### src/rtl/utf8_code_point_decoder_top_assert.svh
// ----------------------------------------------------------------------------
// UTF-8 code point decoder assertion macros
// Shared assertion wrappers, clocked on clk and disabled during arst_n.
// ----------------------------------------------------------------------------
`ifndef UTF8_CODE_POINT_DECODER_TOP_ASSERT_SVH
`define UTF8_CODE_POINT_DECODER_TOP_ASSERT_SVH

// Hold a property at every clock edge outside reset.
`define U8CPD_ASSERT(lbl, prop, msg) \
	lbl: assert property (@(posedge clk) disable iff (!arst_n) (prop)) else $error(msg);

// Check a consequence on the next clock after the trigger.
`define U8CPD_ASSERT_NEXT(lbl, trig, cons, msg) \
	lbl: assert property (@(posedge clk) disable iff (!arst_n) (trig) |=> (cons)) \
		else $error(msg);

`endif

### src/rtl/u8cpd_pkg.sv
// ----------------------------------------------------------------------------
// UTF-8 code point decoder package
// Result status codes, result record, register map and decode constants.
// ----------------------------------------------------------------------------
package u8cpd_pkg;

	typedef enum logic [1:0] {
		ST_CODE = 2'd0,
		ST_END  = 2'd1,
		ST_BAD  = 2'd2
	} status_t;

	localparam int CP_W    = 21;
	localparam int LEN_W   = 3;
	localparam int START_W = 32;
	localparam int ACC_W   = 27;

	localparam logic REG_MULTIBYTE_ENABLE = 1'b0;

	localparam logic [7:0]       LEAD_MULTI = 8'h80;
	localparam logic [7:0]       LEAD_BAD   = 8'hF8;
	localparam logic [ACC_W-1:0] LIMIT_2    = 27'h0003800;
	localparam logic [ACC_W-1:0] LIMIT_3    = 27'h00F0000;
	localparam logic [CP_W-1:0]  MASK_2     = 21'h0007FF;
	localparam logic [CP_W-1:0]  MASK_3     = 21'h00FFFF;
	localparam logic [CP_W-1:0]  MASK_4     = 21'h1FFFFF;

	localparam logic [LEN_W-1:0] LEN_1 = 3'd1;
	localparam logic [LEN_W-1:0] LEN_2 = 3'd2;
	localparam logic [LEN_W-1:0] LEN_3 = 3'd3;
	localparam logic [LEN_W-1:0] LEN_4 = 3'd4;

	typedef struct packed {
		logic [CP_W-1:0]    code_point;
		logic [LEN_W-1:0]   seq_length;
		logic [START_W-1:0] start_offset;
		status_t            status;
		logic               stream_last;
	} result_t;

endpackage

### src/rtl/u8cpd_core.sv
// ----------------------------------------------------------------------------
// UTF-8 code point decoder core
// Sequence state registers and the single-pass byte decode step.
// ----------------------------------------------------------------------------
`include "utf8_code_point_decoder_top_assert.svh"

module u8cpd_core #(
	parameter int OFFSET_WIDTH = 32
) (
	input  logic                clk,
	input  logic                arst_n,
	input  logic                multibyte_enable,
	input  logic                step,
	input  logic [7:0]          data_byte,
	input  logic                buffer_last,
	output logic                res_valid,
	output u8cpd_pkg::result_t  res
);
	import u8cpd_pkg::*;

	logic [ACC_W-1:0]        acc_q, acc_d, acc_shift;
	logic [LEN_W-1:0]        bt_q, bt_d, bt_inc;
	logic [OFFSET_WIDTH-1:0] off_q, off_d, off_inc;
	logic [OFFSET_WIDTH-1:0] start_q, start_d;
	logic                    halted_q, halted_d;

	assign acc_shift = {acc_q[ACC_W-7:0], data_byte[5:0]};
	assign bt_inc    = bt_q + LEN_1;
	assign off_inc   = off_q + OFFSET_WIDTH'(1);

	always_comb begin
		acc_d               = acc_q;
		bt_d                = bt_q;
		off_d               = off_q;
		start_d             = start_q;
		halted_d            = halted_q;
		res_valid           = 1'b0;
		res.code_point      = '0;
		res.seq_length      = '0;
		res.start_offset    = START_W'(off_q);
		res.status          = ST_CODE;
		res.stream_last     = buffer_last;
		if (halted_q) begin
			// drop
		end else if (bt_q == '0) begin
			if (data_byte == 8'h00) begin
				res_valid  = 1'b1;
				res.status = ST_END;
				halted_d   = 1'b1;
			end else if (data_byte < LEAD_MULTI) begin
				res_valid      = 1'b1;
				res.code_point = CP_W'(data_byte);
				res.seq_length = LEN_1;
				off_d          = off_inc;
			end else if (!multibyte_enable || data_byte >= LEAD_BAD) begin
				res_valid      = 1'b1;
				res.seq_length = LEN_1;
				res.status     = ST_BAD;
				off_d          = off_inc;
				halted_d       = 1'b1;
			end else begin
				start_d = off_q;
				acc_d   = ACC_W'(data_byte);
				bt_d    = LEN_1;
				off_d   = off_inc;
				if (buffer_last) begin
					res_valid      = 1'b1;
					res.seq_length = LEN_1;
					res.status     = ST_BAD;
				end
			end
		end else if (data_byte == 8'h00) begin
			res_valid        = 1'b1;
			res.seq_length   = bt_q;
			res.start_offset = START_W'(start_q);
			res.status       = ST_BAD;
			halted_d         = 1'b1;
			bt_d             = '0;
		end else begin
			acc_d            = acc_shift;
			bt_d             = bt_inc;
			off_d            = off_inc;
			res.start_offset = START_W'(start_q);
			if (bt_inc == LEN_2 && acc_shift < LIMIT_2) begin
				res_valid      = 1'b1;
				res.code_point = acc_shift[CP_W-1:0] & MASK_2;
				res.seq_length = LEN_2;
				bt_d           = '0;
			end else if (bt_inc == LEN_3 && acc_shift < LIMIT_3) begin
				res_valid      = 1'b1;
				res.code_point = acc_shift[CP_W-1:0] & MASK_3;
				res.seq_length = LEN_3;
				bt_d           = '0;
			end else if (bt_inc >= LEN_4) begin
				res_valid      = 1'b1;
				res.code_point = acc_shift[CP_W-1:0] & MASK_4;
				res.seq_length = LEN_4;
				bt_d           = '0;
			end else if (buffer_last) begin
				res_valid      = 1'b1;
				res.seq_length = bt_inc;
				res.status     = ST_BAD;
			end
		end
		if (buffer_last) begin
			acc_d    = '0;
			bt_d     = '0;
			off_d    = '0;
			start_d  = '0;
			halted_d = 1'b0;
		end
	end

	always_ff @(posedge clk or negedge arst_n) begin
		if (!arst_n) begin
			acc_q    <= '0;
			bt_q     <= '0;
			off_q    <= '0;
			start_q  <= '0;
			halted_q <= 1'b0;
		end else if (step) begin
			acc_q    <= acc_d;
			bt_q     <= bt_d;
			off_q    <= off_d;
			start_q  <= start_d;
			halted_q <= halted_d;
		end
	end

	`U8CPD_ASSERT(a_len_bound, bt_q <= LEN_3, "open sequence longer than three bytes")
	`U8CPD_ASSERT(a_halt_idle, !halted_q || bt_q == '0, "halted with a sequence open")
	`U8CPD_ASSERT_NEXT(a_last_clear, step && buffer_last, off_q == '0 && bt_q == '0 && !halted_q, "state not cleared after buffer end")

endmodule

### src/rtl/utf8_code_point_decoder_top.sv
// ----------------------------------------------------------------------------
// UTF-8 code point decoder top level
// Stream front end, result register and register port around the decode core.
// ----------------------------------------------------------------------------
// One text byte per request is taken at a sustained rate of one byte per
// clock while m_axis_tready does not hold the output; each byte passes an
// input register, and its result then passes the result register.
// Bytes that close no code point, and all bytes after an end or malformed
// report up to the buffer end, give no result. The input side keeps accepting
// while a result waits at the output, as long as the result register is free
// or being emptied. No start-up sweep is needed after reset. Write
// multibyte_enable only while no byte is in flight.

module utf8_code_point_decoder_top #(
	parameter int OFFSET_WIDTH = 32
) (
	input  logic        clk,
	input  logic        arst_n,
	input  logic        psel,
	input  logic        penable,
	input  logic        pwrite,
	input  logic [2:0]  paddr,
	input  logic [31:0] pwdata,
	output logic [31:0] prdata,
	output logic        pready,
	input  logic        s_axis_tvalid,
	output logic        s_axis_tready,
	input  logic [7:0]  s_axis_tdata,   // [7:0] data_byte
	input  logic        s_axis_tlast,
	output logic        m_axis_tvalid,
	input  logic        m_axis_tready,
	output logic [55:0] m_axis_tdata,   // [20:0] code_point, [23:21] seq_length,
	                                    // [55:24] start_offset
	output logic [1:0]  m_axis_tuser,   // [1:0] status
	output logic        m_axis_tlast
);
	import u8cpd_pkg::*;

	logic       mb_en_q;
	logic       valid_s1, last_s1;
	logic [7:0] byte_s1;
	logic       valid_s2;
	result_t    res_s2, res;
	logic       res_valid, s2_free, step;

	assign pready = 1'b1;
	assign prdata = (paddr[2] == REG_MULTIBYTE_ENABLE) ? {31'd0, mb_en_q} : 32'd0;

	always_ff @(posedge clk or negedge arst_n) begin
		if (!arst_n) begin
			mb_en_q <= 1'b1;
		end else if (psel && penable && pwrite && pready &&
		             paddr[2] == REG_MULTIBYTE_ENABLE) begin
			mb_en_q <= pwdata[0];
		end
	end

	assign s2_free       = !valid_s2 || m_axis_tready;
	assign step          = valid_s1 && s2_free;
	assign s_axis_tready = !valid_s1 || step;

	always_ff @(posedge clk or negedge arst_n) begin
		if (!arst_n) begin
			valid_s1 <= 1'b0;
			valid_s2 <= 1'b0;
		end else begin
			if (s_axis_tready) begin
				valid_s1 <= s_axis_tvalid;
			end
			if (s2_free) begin
				valid_s2 <= step && res_valid;
			end
		end
	end

	always_ff @(posedge clk) begin
		if (s_axis_tready) begin
			byte_s1 <= s_axis_tdata;
			last_s1 <= s_axis_tlast;
		end
		if (s2_free) begin
			res_s2 <= res;
		end
	end

	u8cpd_core #(
		.OFFSET_WIDTH (OFFSET_WIDTH)
	) u_core (
		.clk              (clk),
		.arst_n           (arst_n),
		.multibyte_enable (mb_en_q),
		.step             (step),
		.data_byte        (byte_s1),
		.buffer_last      (last_s1),
		.res_valid        (res_valid),
		.res              (res)
	);

	assign m_axis_tvalid = valid_s2;
	assign m_axis_tdata  = {res_s2.start_offset, res_s2.seq_length, res_s2.code_point};
	assign m_axis_tuser  = res_s2.status;
	assign m_axis_tlast  = res_s2.stream_last;

endmodule
### config.mk
export PLATFORM = sky130hd
export DESIGN_NAME = utf8_code_point_decoder_top
export DESIGN_NICKNAME = d
export VERILOG_FILES = /design/src/rtl/u8cpd_pkg.sv /design/src/rtl/u8cpd_core.sv /design/src/rtl/utf8_code_point_decoder_top.sv
export VERILOG_INCLUDE_DIRS = /design/src /design/src/rtl
export SDC_FILE = /design/constraint.sdc
export NUM_CORES = 1
export LEC_CHECK = 0
export BUFFER_PORTS_ARGS = -buffer_cell sky130_fd_sc_hd__buf_2
export CAP_MARGIN = 5
export CORE_MARGIN = 10
export CORE_UTILIZATION = 45
export CTS_BUF_LIST = sky130_fd_sc_hd__clkbuf_8 sky130_fd_sc_hd__clkbuf_16
export DETAILED_ROUTE_END_ITERATION = 12
export PLACE_DENSITY_LB_ADDON = 0.05
export SLEW_MARGIN = 20
export SYNTH_ARGS = -nofsm -noshare
export SYNTH_HDL_FRONTEND = slang
export SYNTH_SLANG_ARGS = --single-unit
### constraint.sdc
create_clock -name clk -period 4.4 [get_ports clk]
set_input_delay 0.66 -clock clk [delete_from_list [all_inputs] [get_ports clk]]
set_output_delay 0.66 -clock clk [all_outputs]
set_load 0.02 [all_outputs]
==> results of run 1 <==
## report_power, final
part / internal [mW] / leakage [nW] / switching (mW) / total (mW)
logic: 0.470 / 1.38 / 1.02 / 1.49
registers: 1.89 / 1.99 / 0.203 / 2.09
clock network: 1.02 / 0.332 / 0.560 / 1.58
## worst paths after layout
path	slack, ps	to	cells past startpoint
max	1700	m_axis_tuser[1]	6
min	310	u_core.start_q[25]	1
max reg2reg	1700	m_axis_tuser[1]	6
min reg2reg	500	u_core.start_q[7]	1
max in group asynchronous	3100	mb_en_q	2
min in group clk	410	byte_s1[2]	1
## through the flow
step	std cells	setup WS, ps
2_1_floorplan	661	802
3_3_place_gp	899	1500
3_5_place_dp	899	1480
4_1_cts	931	1710
5_1_grt	931	1350
6_report	931	1700
## kinds of logic after synthesis
group           after synthesis
simple gates                186
compound gates              161
flops                       160
buf+inv                      78
mux                          33
xor+xnor                      6
fa+ha+maj                     5
other cells                   2
## worst reg2reg max path, cell delays in order (launching register included)
cell,delay [ps]
dfrtp_1,450
ha_1,260
xnor2_1,370
nand3_1,190
o21ai_0,670
a31oi_1,280
nor3b_1,200
## per-layer routing
layer  up-vias  share of wire (%)  GRT usage (%)  wire [um]
met2       139                 44           23.1       7290
met1      2515                 49           21.0       8240
met5         -                  0              0          0
li1       2416                  -              -          -
met3        17                6.0           5.01        996
met4         0                1.2           5.65        199
## state kept, by name (all words and copies together), names as in the netlist
name	cells
m_axis_tdata	56
u_core.acc_q	21
u_core.bt_q	3
m_axis_tuser	2
last_s1	1
m_axis_tvalid	1
mb_en_q	1
u_core.halted_q	1
u_core.off_q	32
m_axis_tlast	1
u_core.start_q	32
byte_s1	8
valid_s1	1
## cells in the final DEF (no fill, tap or decap), types with 3 or more instances in the layout
| cell type | Yosys | routed |
|---|---|---|
| or4_1 | 3 | 3 |
| nor4_1 | 6 | 6 |
| xnor2_1 | 3 | 3 |
| clkbuf_16 | 0 | 17 |
| o21ai_0 | 54 | 54 |
| ha_1 | 5 | 5 |
| edfxtp_1 | 68 | 68 |
| buf_2 | 10 | 78 |
| dfrtp_1 | 91 | 91 |
| and2_1 | 17 | 17 |
| nand3_1 | 18 | 18 |
| a21oi_1 | 32 | 32 |
| mux2_2 | 30 | 30 |
| mux2i_1 | 3 | 3 |
| or3_1 | 19 | 19 |
| inv_1 | 11 | 17 |
| nor2b_1 | 5 | 5 |
| nor2_1 | 21 | 20 |
| a22oi_1 | 16 | 16 |
| o211ai_1 | 4 | 4 |
| nand2_1 | 54 | 54 |
| or3_2 | 3 | 3 |
| xor2_1 | 3 | 3 |
| buf_4 | 33 | 11 |
| conb_1 | 2 | 32 |
| bufinv_16 | 0 | 5 |
| nor3b_1 | 4 | 4 |
| a22o_1 | 36 | 36 |
| nor3_1 | 11 | 11 |
| nand2b_1 | 4 | 3 |
| nand4_1 | 6 | 6 |
| and3_1 | 6 | 6 |
## final cells by class
cell class              instances  area, um2
flip-flops and latches        160       4350
repair buffers                 89        473
clock inverters                13        181
clock buffers                  19        453
well taps                     216        270
multi-input cells             423       2640
fillers                      1397       7480
inverters                      11       41.3
==> run metrics, run 1 <==
Hold Path Class=input port to async pin; Synth area leader=dfrtp_1; critical path launch point=u_core.bt_q[0]; top post-synthesis cells by area=dfrtp_1 (31%), edfxtp_1 (28%), mux2_2 (4.6%), a22o_1 (4.3%), o21ai_0 (3.7%); share of cells above drive strength 1=22.0%; CP max stage cell=o21ai_0; count of final setup violators=0; synth-to-layout area growth=14.9%; yosys warns=0; final-report hold violation count=0; mux cell area share after synthesis=under 10%; Util after Layout=52.9%; Row Count=46; Final HPWL DP=11100 um; status=complete, no violations; core area=15900 um2; Routed Antenna Nets=0; Initial Util=between 40% and 50%; DRC viols=0; Routed Wire Length=approximately 17000 um; DRT Pass-1 Iters=5; gp weighted congestion=0.843; CP Launch Type=register; area fraction of the dominant cell type after synthesis=between 30% and 40%; fmax=0.370 GHz; Synth cell types=56; max incr delay on CP=670 ps; RSZ-0062 raised after global routing=false; vias in the first global route=5288; overall power=approximately 5.2 mW; synthesized area=between 7000 and 8000 um2; asr flop ratio synth=a little under three fifths; cells along the critical path=ha_1 > xnor2_1 > nand3_1 > o21ai_0 > a31oi_1 > nor3b_1; Rel. slew slack=33.4%; crit path max fanout=7; setup repair bufs after CTS=0; antenna violations before repair=0; sequential element share of the synthesized area=59.4%; Reg clk slew, reported paths=60 ps; Synth Flop Type=dfrtp_1; Placed Area=a little under 8000 um2; RR Startpoint=u_core.bt_q[0]; io pins=145; total grt overflow=0; critical path data required time=4550 ps; fin area=about 8400 um2; critical path arrival=2850 ps; CTS Buffer Depth=2; setup TNS=0 ps; first-pass GRT wire length=27600 um; IR drop worst, VDD=0.335 mV; power density over the cells=a little over 600 nW/um2; Vias/cell=5.46; crit path kind=register to register; main combinational cell family by area after synthesis=compound AO/OA/AOI/OAI gates; drt first-iter violations=333; WHS=between 300 and 400 ps; clk sink count=160; Final Max Tran Viols=0; post_cts resized=0; Die Wd=147 um; Nets=758; Worst-Margin Slew=999 ps; Synth Area in Simple Gates=13.5%; Yosys reg bits=160; CTS Buf Count=17; Avg Cell Area, Syn=11.6 um2; top post-synthesis cells by count=dfrtp_1 (91), edfxtp_1 (68), nand2_1 (54), o21ai_0 (54), a22o_1 (36); buffer type at the clock tree root=clkbuf_16; PortBufs=79; minimum clock period=2700 ps; H-tree level count=4; Die Span Y=147 um; Setup crit end kind=register; Max Cap Viol=0; drt wl/cell=roughly 18 um; vias post-DR=5087; EDFF count, synth=between 60 and 70; Crit path max-delay family=compound AO/OA/AOI/OAI gates; largest net degree at the start of global routing=61; compound-gate portion of the synthesized area=14.3%; post-route clock period utilization=61.4%; die area=21700 um2; hold bufs inserted after CTS=0; CTS tree=built; Mapped Cells=631; n_diodes=0; Buf/Inv on CP=0; worst skew pair latency=420 ps; Total GRT Usage=around 16%; XOR/XNOR share of the synthesized area=0.719%; Clock Skew=11.4 ps; leakage power=approximately 3.7 nW; most frequent cell after synthesis=dfrtp_1; Post-Synth Adder-Cell Area=0.856%
Note: power is estimated with default switching activity, not from simulation.
==> inputs of run 2 (changes only) <==
==> constraint.sdc (replaced) <==
create_clock -name clk -period 2.3 [get_ports clk]
set_input_delay 0.345 -clock clk [delete_from_list [all_inputs] [get_ports clk]]
set_output_delay 0.345 -clock clk [all_outputs]
set_load 0.02 [all_outputs]
==> run 2 against run 1 <==
  * Die area unchanged
  * Worst hold slack got worse by 220 ps
  * Non-clock buffer count increased by 26
  * Highest routed layer unchanged
  * Flip-flop and latch count unchanged
  * Final cell count increased by 2.8%
  * Routed wire length decreased by 1.3%
  * First-iteration DRC count increased by 46%
  * Fmax increased by 25%
==> run metrics, run 2 (synthesized netlist as in run 1, its figures left out) <==
status=complete, no violations; internal power of the cells=6.69 mW (+98%); IR drop worst, VDD=0.732 mV (+120%); commonest non-fill, non-tap cells in the layout=dfrtp_1 (91), buf_2 (78), edfxtp_1 (68); drt wl/cell=17.2 um (-4.0%); total grt overflow=0 (unchanged); setup TNS=0 ps (unchanged); gr busiest metal=met2; Routed Antenna Nets=0 (unchanged); Nets=784 (+3.4%); CP Launch Type=register; met2 Usage GRT=22.1% (-0.99 points); Sw Pwr=3.55 mW (+99%); die area=21700 um2 (unchanged); final-report hold violation count=0 (unchanged); vias in the first global route=5245 (-0.81%); critical path launch point=u_core.bt_q[0]; vias post-DR=5180 (+1.8%); crit path max fanout=7 (unchanged); fmax=0.461 GHz (+25%); Clock Power Share=29.4% (-1.3 points); core area=15900 um2 (unchanged); Setup crit end kind=register; Clock Skew=8.75 ps (-2.66 ps); setup repair bufs after CTS=0 (unchanged); Initial Util=46.0% (unchanged); Total GRT Usage=15.3% (-0.28 points); WHS=84.1 ps (-221 ps); hold path startpoint=s_axis_tlast; commonest non-fill, non-tap cell in the layout=dfrtp_1; RSZ-0062 raised after global routing=false; switching share of power=34.7% (+0.17 points); Hold Path Class=input port to register; Vias/cell=5.41 (-0.94%); Comb pwr share=31.9% (+3.1 points); Sequential Area=4350 um2 (unchanged); Die Wd=147 um (unchanged); post-route clock period utilization=94.3% (+33 points); CTS Buf Count=17 (unchanged); Reg clk slew, reported paths=60 ps (about the same); drt first-iter violations=486 (+46%); minimum clock period=2170 ps (-533 ps); PortBufs=79 (unchanged); critical path arrival=2470 ps (-380 ps); leakage power=3.85 nW (+4.0%); clk sink count=160 (unchanged); count of final setup violators=0 (unchanged); met1 usage=21.4% (+0.34 points); CTS Buffer Depth=2 (unchanged); DRC viols=0 (unchanged); Row Count=46 (unchanged); worst skew pair latency=430 ps (about the same); footprint of the multi-input gates=2680 um2 (+1.8%); DRT Pass-1 Iters=5 (unchanged); largest net degree at the start of global routing=49 (-20%); io pins=145 (unchanged); first-pass GRT wire length=27100 um (-1.5%); Layout fillers=1400 (+0.21%); RR Startpoint=u_core.bt_q[0]; crit path kind=register to register; Final HPWL DP=11400 um (+2.0%); antenna violations before repair=0 (unchanged); Final Max Tran Viols=0 (unchanged); Seq pwr share=38.7% (-1.8 points); critical path data required time=2600 ps (-1950 ps); share of cells above drive strength 1=25.8% (+3.8 points); power density over the cells=1180 nW/um2 (+92%); synth-to-layout area growth=19.0%; Max Cap Viol=0 (unchanged); buffer type at the clock tree root=clkbuf_16; GR met3 Demand/Resource=5.43% (+0.43 points); n_diodes=0 (unchanged); Routed Wire Length=16500 um (-1.3%); H-tree level count=4 (unchanged); CTS tree=built; max FFs per register=56 (unchanged); Die Span Y=147 um (unchanged); gp weighted congestion=0.838 (-0.56%)
[run 2: cell type report]
type | count | area share [%]
flip-flops and latches | 160 | 49.9
multi-input cells | 423 | 30.8
repair buffers | 115 | 8.43
clock buffers | 17 | 4.89
well taps | 216 | 3.11
clock inverters | 15 | 2.32
inverters | 11 | 0.475
[run 2: through the flow]
| step | util, % | total power [mW] | cell area, um2 | instances | worst slack [ps] |
|---|---|---|---|---|---|
| after floorplan | - | 6.05 | 7430 | 661 | 15.9 |
| after global placement | 50.5 | 7.15 | 8020 | 924 | 107 |
| after detailed placement | 50.5 | 7.19 | 8020 | 924 | 32.2 |
| after CTS | 54.5 | 10.2 | 8660 | 957 | 41.4 |
| after global routing | 54.8 | 10.8 | 8700 | 957 | 8.73 |
| final | 54.8 | 10.2 | 8700 | 957 | 131 |
[run 2: power by group through the flow]
stage	Combinational [mW]	Sequential (mW)	Clock [mW]
finish	3.27	3.96	3.01
global route	3.57	4.03	3.17
CTS	3.22	3.95	3.06
detailed placement	3.19	4.00	0
global placement	3.16	3.99	0
floorplan	1.73	4.32	0
[run 2: final timing paths]
kind | depth (start not counted) | to | slack [ps]
worst min-delay path | 1 | last_s1 | 80
min in group asynchronous | 2 | u_core.start_q[22] | 380
worst max-delay path | 7 | m_axis_tdata[10] | 130
worst max register to register | 7 | m_axis_tdata[10] | 130
max in group asynchronous | 3 | u_core.acc_q[7] | 1310
worst min register to register | 1 | u_core.start_q[20] | 500
[run 2: routing by layer]
layer	part of all wire, %	wire (um)	up-vias
met5	0	0	-
met1	49	8130	2523
li1	-	-	2470
met4	0.77	127	0
met3	6.9	1150	12
met2	43	7100	175
[run 2: timing repair]
item / in CTS / in global routing
hold buffers: 1 / 0
endpoints found under the setup margin: 4 / 69
hold endpoints to repair: 26 / 0
resized for setup: 1 / 9
[run 2: critical path, cell delays in order, from the launching register on]
cell,delay (ps)
dfrtp_1,450
ha_1,270
xnor2_1,280
nand3_1,210
o21ai_2,260
buf_4,180
nor2b_1,230
and2_1,170
==> inputs of run 3 (changes only) <==
--- a/config.mk
+++ b/config.mk
@@ -16,4 +16,5 @@
 export SLEW_MARGIN = 20
 export SYNTH_ARGS = -nofsm -noshare
 export SYNTH_HDL_FRONTEND = slang
+export SYNTH_HIERARCHICAL = 1
 export SYNTH_SLANG_ARGS = --single-unit
==> run 3 against run 2 <==
  * Combinational power grew 7.3%
  * Via count grew 5.0%
  * Clock skew shrank 3.3 ps
  * First-iteration DRC count shrank 4.5%
  * Non-clock buffer count grew 5
  * Core utilization shrank 0.68 points
  * Critical path type unchanged
  * Largest cell class unchanged
==> run metrics, run 3 <==
CTS Buf Count=17 (unchanged); CTS Buffer Depth=2 (unchanged); CP max stage cell=dfrtp_1; core area=16600 um2 (+4.8%); Initial Util=46.0% (about the same); Max Cap Viol=0 (unchanged); area fraction of the dominant cell type after synthesis=29.7% (-1.4 points); total grt overflow=0 (unchanged); n_diodes=0 (unchanged); top post-synthesis cells by area=dfrtp_1 (30%), edfxtp_1 (27%), mux2i_1 (4.6%), mux2_2 (3.8%), nand2_1 (3.5%); drt wl/cell=17.6 um (+2.3%); gp weighted congestion=0.886 (+5.7%); post-route clock period utilization=94.2% (-0.13 points); vias in the first global route=5768 (+10%); Routed Antenna Nets=0 (unchanged); Placed Area=8440 um2 (+5.3%); CP Launch Type=register; commonest non-fill, non-tap cells in the layout=dfrtp_1 (90), buf_2 (78), nand2_1 (70); Die Wd=150 um (+2.0%); power density over the cells=1160 nW/um2 (-1.3%); Synth cell types=57 (+1.8%); Setup crit end kind=register; vias post-DR=5438 (+5.0%); hold worst-path end=byte_s1[4]; Row Count=47 (+2.2%); drt first-iter violations=464 (-4.5%); fmax=0.462 GHz (+0.14%); most frequent cell after synthesis=dfrtp_1; Critical Path Most Common Cell=buf_4; max incr delay on CP=450 ps (about the same); RSZ-0062 raised after global routing=false; first-pass GRT wire length=29900 um (+10%); FF-to-FF path depth=8 (+1); gr busiest metal=met2; io pins=145 (unchanged); Rel. slew slack=between 40% and 50%; register-to-register setup slack=130 ps (about the same); synthesized area=7660 um2 (+4.8%); RR Startpoint=u_core/bt_q[0]; Clock Skew=5.48 ps (-3.26 ps); overall power=10.4 mW (+2.1%); r2r endpoint=m_axis_tdata[3]; WHS=101 ps (+16.4 ps); Synth area leader=dfrtp_1; Final Max Tran Viols=0 (unchanged); clk sink count=160 (unchanged); Nets=846 (+7.9%); worst skew pair latency=420 ps (about the same); H-tree level count=4 (unchanged); crit path max fanout=7 (unchanged); Hold Path Class=input port to register; Routed Wire Length=18000 um (+9.4%); commonest non-fill, non-tap cell in the layout=dfrtp_1; Vias/cell=5.32 (-1.8%); PortBufs=79 (unchanged); Reg clk slew, reported paths=60 ps (about the same); dpl ws=49.5 ps (+17.3 ps); largest net degree at the start of global routing=61 (+24%); yosys warns=6 (+6); max FFs per register=56 (unchanged); Yosys reg bits=160 (unchanged); Total GRT Usage=16.5% (+1.2 points); count of final setup violators=0 (unchanged); Layout fillers=1482 (+5.9%); Final HPWL DP=12600 um (+11%); Worst-Margin Slew=828 ps; hold depth=1 (unchanged); met2 Usage GRT=26.1% (+3.9 points); buffer type at the clock tree root=clkbuf_16; DRT Pass-1 Iters=5 (unchanged); synth-to-layout area growth=17.5%; IR drop worst, VDD=0.630 mV (-14%); cells along the critical path=ha_1 > xnor2_1 > buf_4 > nand4_1 > o211ai_1 > buf_4 > o21a_1 > and2_1; Die Span Y=150 um (+2.0%); GR met3 Demand/Resource=4.83% (-0.60 points); status=complete, no violations; crit path kind=register to register; antenna violations before repair=0 (unchanged); sequential element share of the synthesized area=56.7% (-2.7 points); die area=22600 um2 (+4.1%); top post-synthesis cells by count=dfrtp_1 (91), nand2_1 (72), edfxtp_1 (68), inv_1 (43), mux2i_1 (35); asr flop ratio synth=57.5% (unchanged); fin area=9000 um2 (+3.5%); hold path startpoint=s_axis_tdata[4]; EDFF count, synth=68 (unchanged); Mapped Cells=685 (+8.6%); Synth Flop Type=dfrtp_1; minimum clock period=2170 ps (-3.06 ps); DRC viols=0 (unchanged); leakage power=4.15 nW (+7.7%); final-report hold violation count=0 (unchanged); met1 usage=21.6% (+0.23 points); Avg Cell Area, Syn=11.2 um2 (-3.5%); Setup WS post-layout=134 ps (+3.06 ps); CTS tree=built; critical path data required time=2580 ps (-20 ps); critical path arrival=2450 ps (-20 ps); share of cells above drive strength 1=24.9% (-0.87 points)
## run 3: how the worst max path moves through the flow
stage          slack (ps)  cells after the start            endpoint      startpoint
6_report              130                      8     m_axis_tdata[3]  u_core/bt_q[0]
5_1_grt                10                      9      u_core/bt_q[1]   m_axis_tvalid
2_1_floorplan        -510                     10  u_core/start_q[18]   m_axis_tvalid
3_5_place_dp           50                      7      u_core/bt_q[1]  u_core/bt_q[0]
4_1_cts                30                      9       m_axis_tvalid  u_core/bt_q[1]
3_3_place_gp           60                      7      u_core/bt_q[1]  u_core/bt_q[0]
## run 3: layout make-up
type	instances	area, um2	share of cell area [%]
clock buffers	17	425	4.73
inverters	44	169	1.88
multi-input cells	447	2920	32.5
clock inverters	15	93.8	1.04
flip-flops and latches	160	4350	48.3
well taps	220	275	3.06
repair buffers	120	771	8.56
## run 3: what timing repair did
action | 4_1_cts | 5_1_grt
setup buffers | 0 | 1
hold buffers | 1 | 0
endpoints found under the hold margin | 24 | 0
resized for setup | 0 | 4
endpoints found under the setup margin | 0 | 38
## run 3: where the power goes
group / leakage [nW] / internal, mW / switching, mW / total, mW
registers: 1.99 / 3.94 / 0.474 / 4.42
clock network: 0.281 / 1.44 / 1.08 / 2.52
logic: 1.88 / 1.32 / 2.19 / 3.51
## run 3: logic make-up (layout without fill, tap and decap cells)
group / count (synthesis) / in the layout / synth area share [%]
buffers and inverters: 108 / 196 / 7.92
other: 2 / 32 / 0.0980
and+or+nand+nor: 222 / 222 / 14.9
adders and majority gates: 5 / 5 / 0.817
DFF: 160 / 160 / 56.7
xor gates and xnor gates: 22 / 22 / 2.52
muxes: 62 / 62 / 8.54
AOI/OAI and AO/OA: 104 / 104 / 8.43
## run 3: per-layer routing
metal | wire length (um) | vias to the layer above
met4 | 217 | 0
met5 | 0 | -
met1 | 8440 | 2685
li1 | - | 2586
met3 | 1030 | 27
met2 | 8360 | 140
## run 3: through the flow
stage | utilization [%] | TNS (ps) | cells
CTS | 53.9 | 0 | 1022
detailed placement | 50.7 | 0 | 989
floorplan | - | -27020 | 715
finish | 54.1 | 0 | 1023
global route | 54.1 | 0 | 1023
global placement | 50.7 | 0 | 989
## run 3: worst max-delay path: cells and delay by family (launching register included)
kind            cells  cell delay (ps)
fa+ha+maj           1              250
simple gates        2              250
compound gates      2              540
buf+inv             2              370
flops               1              450
xor+xnor            1              150
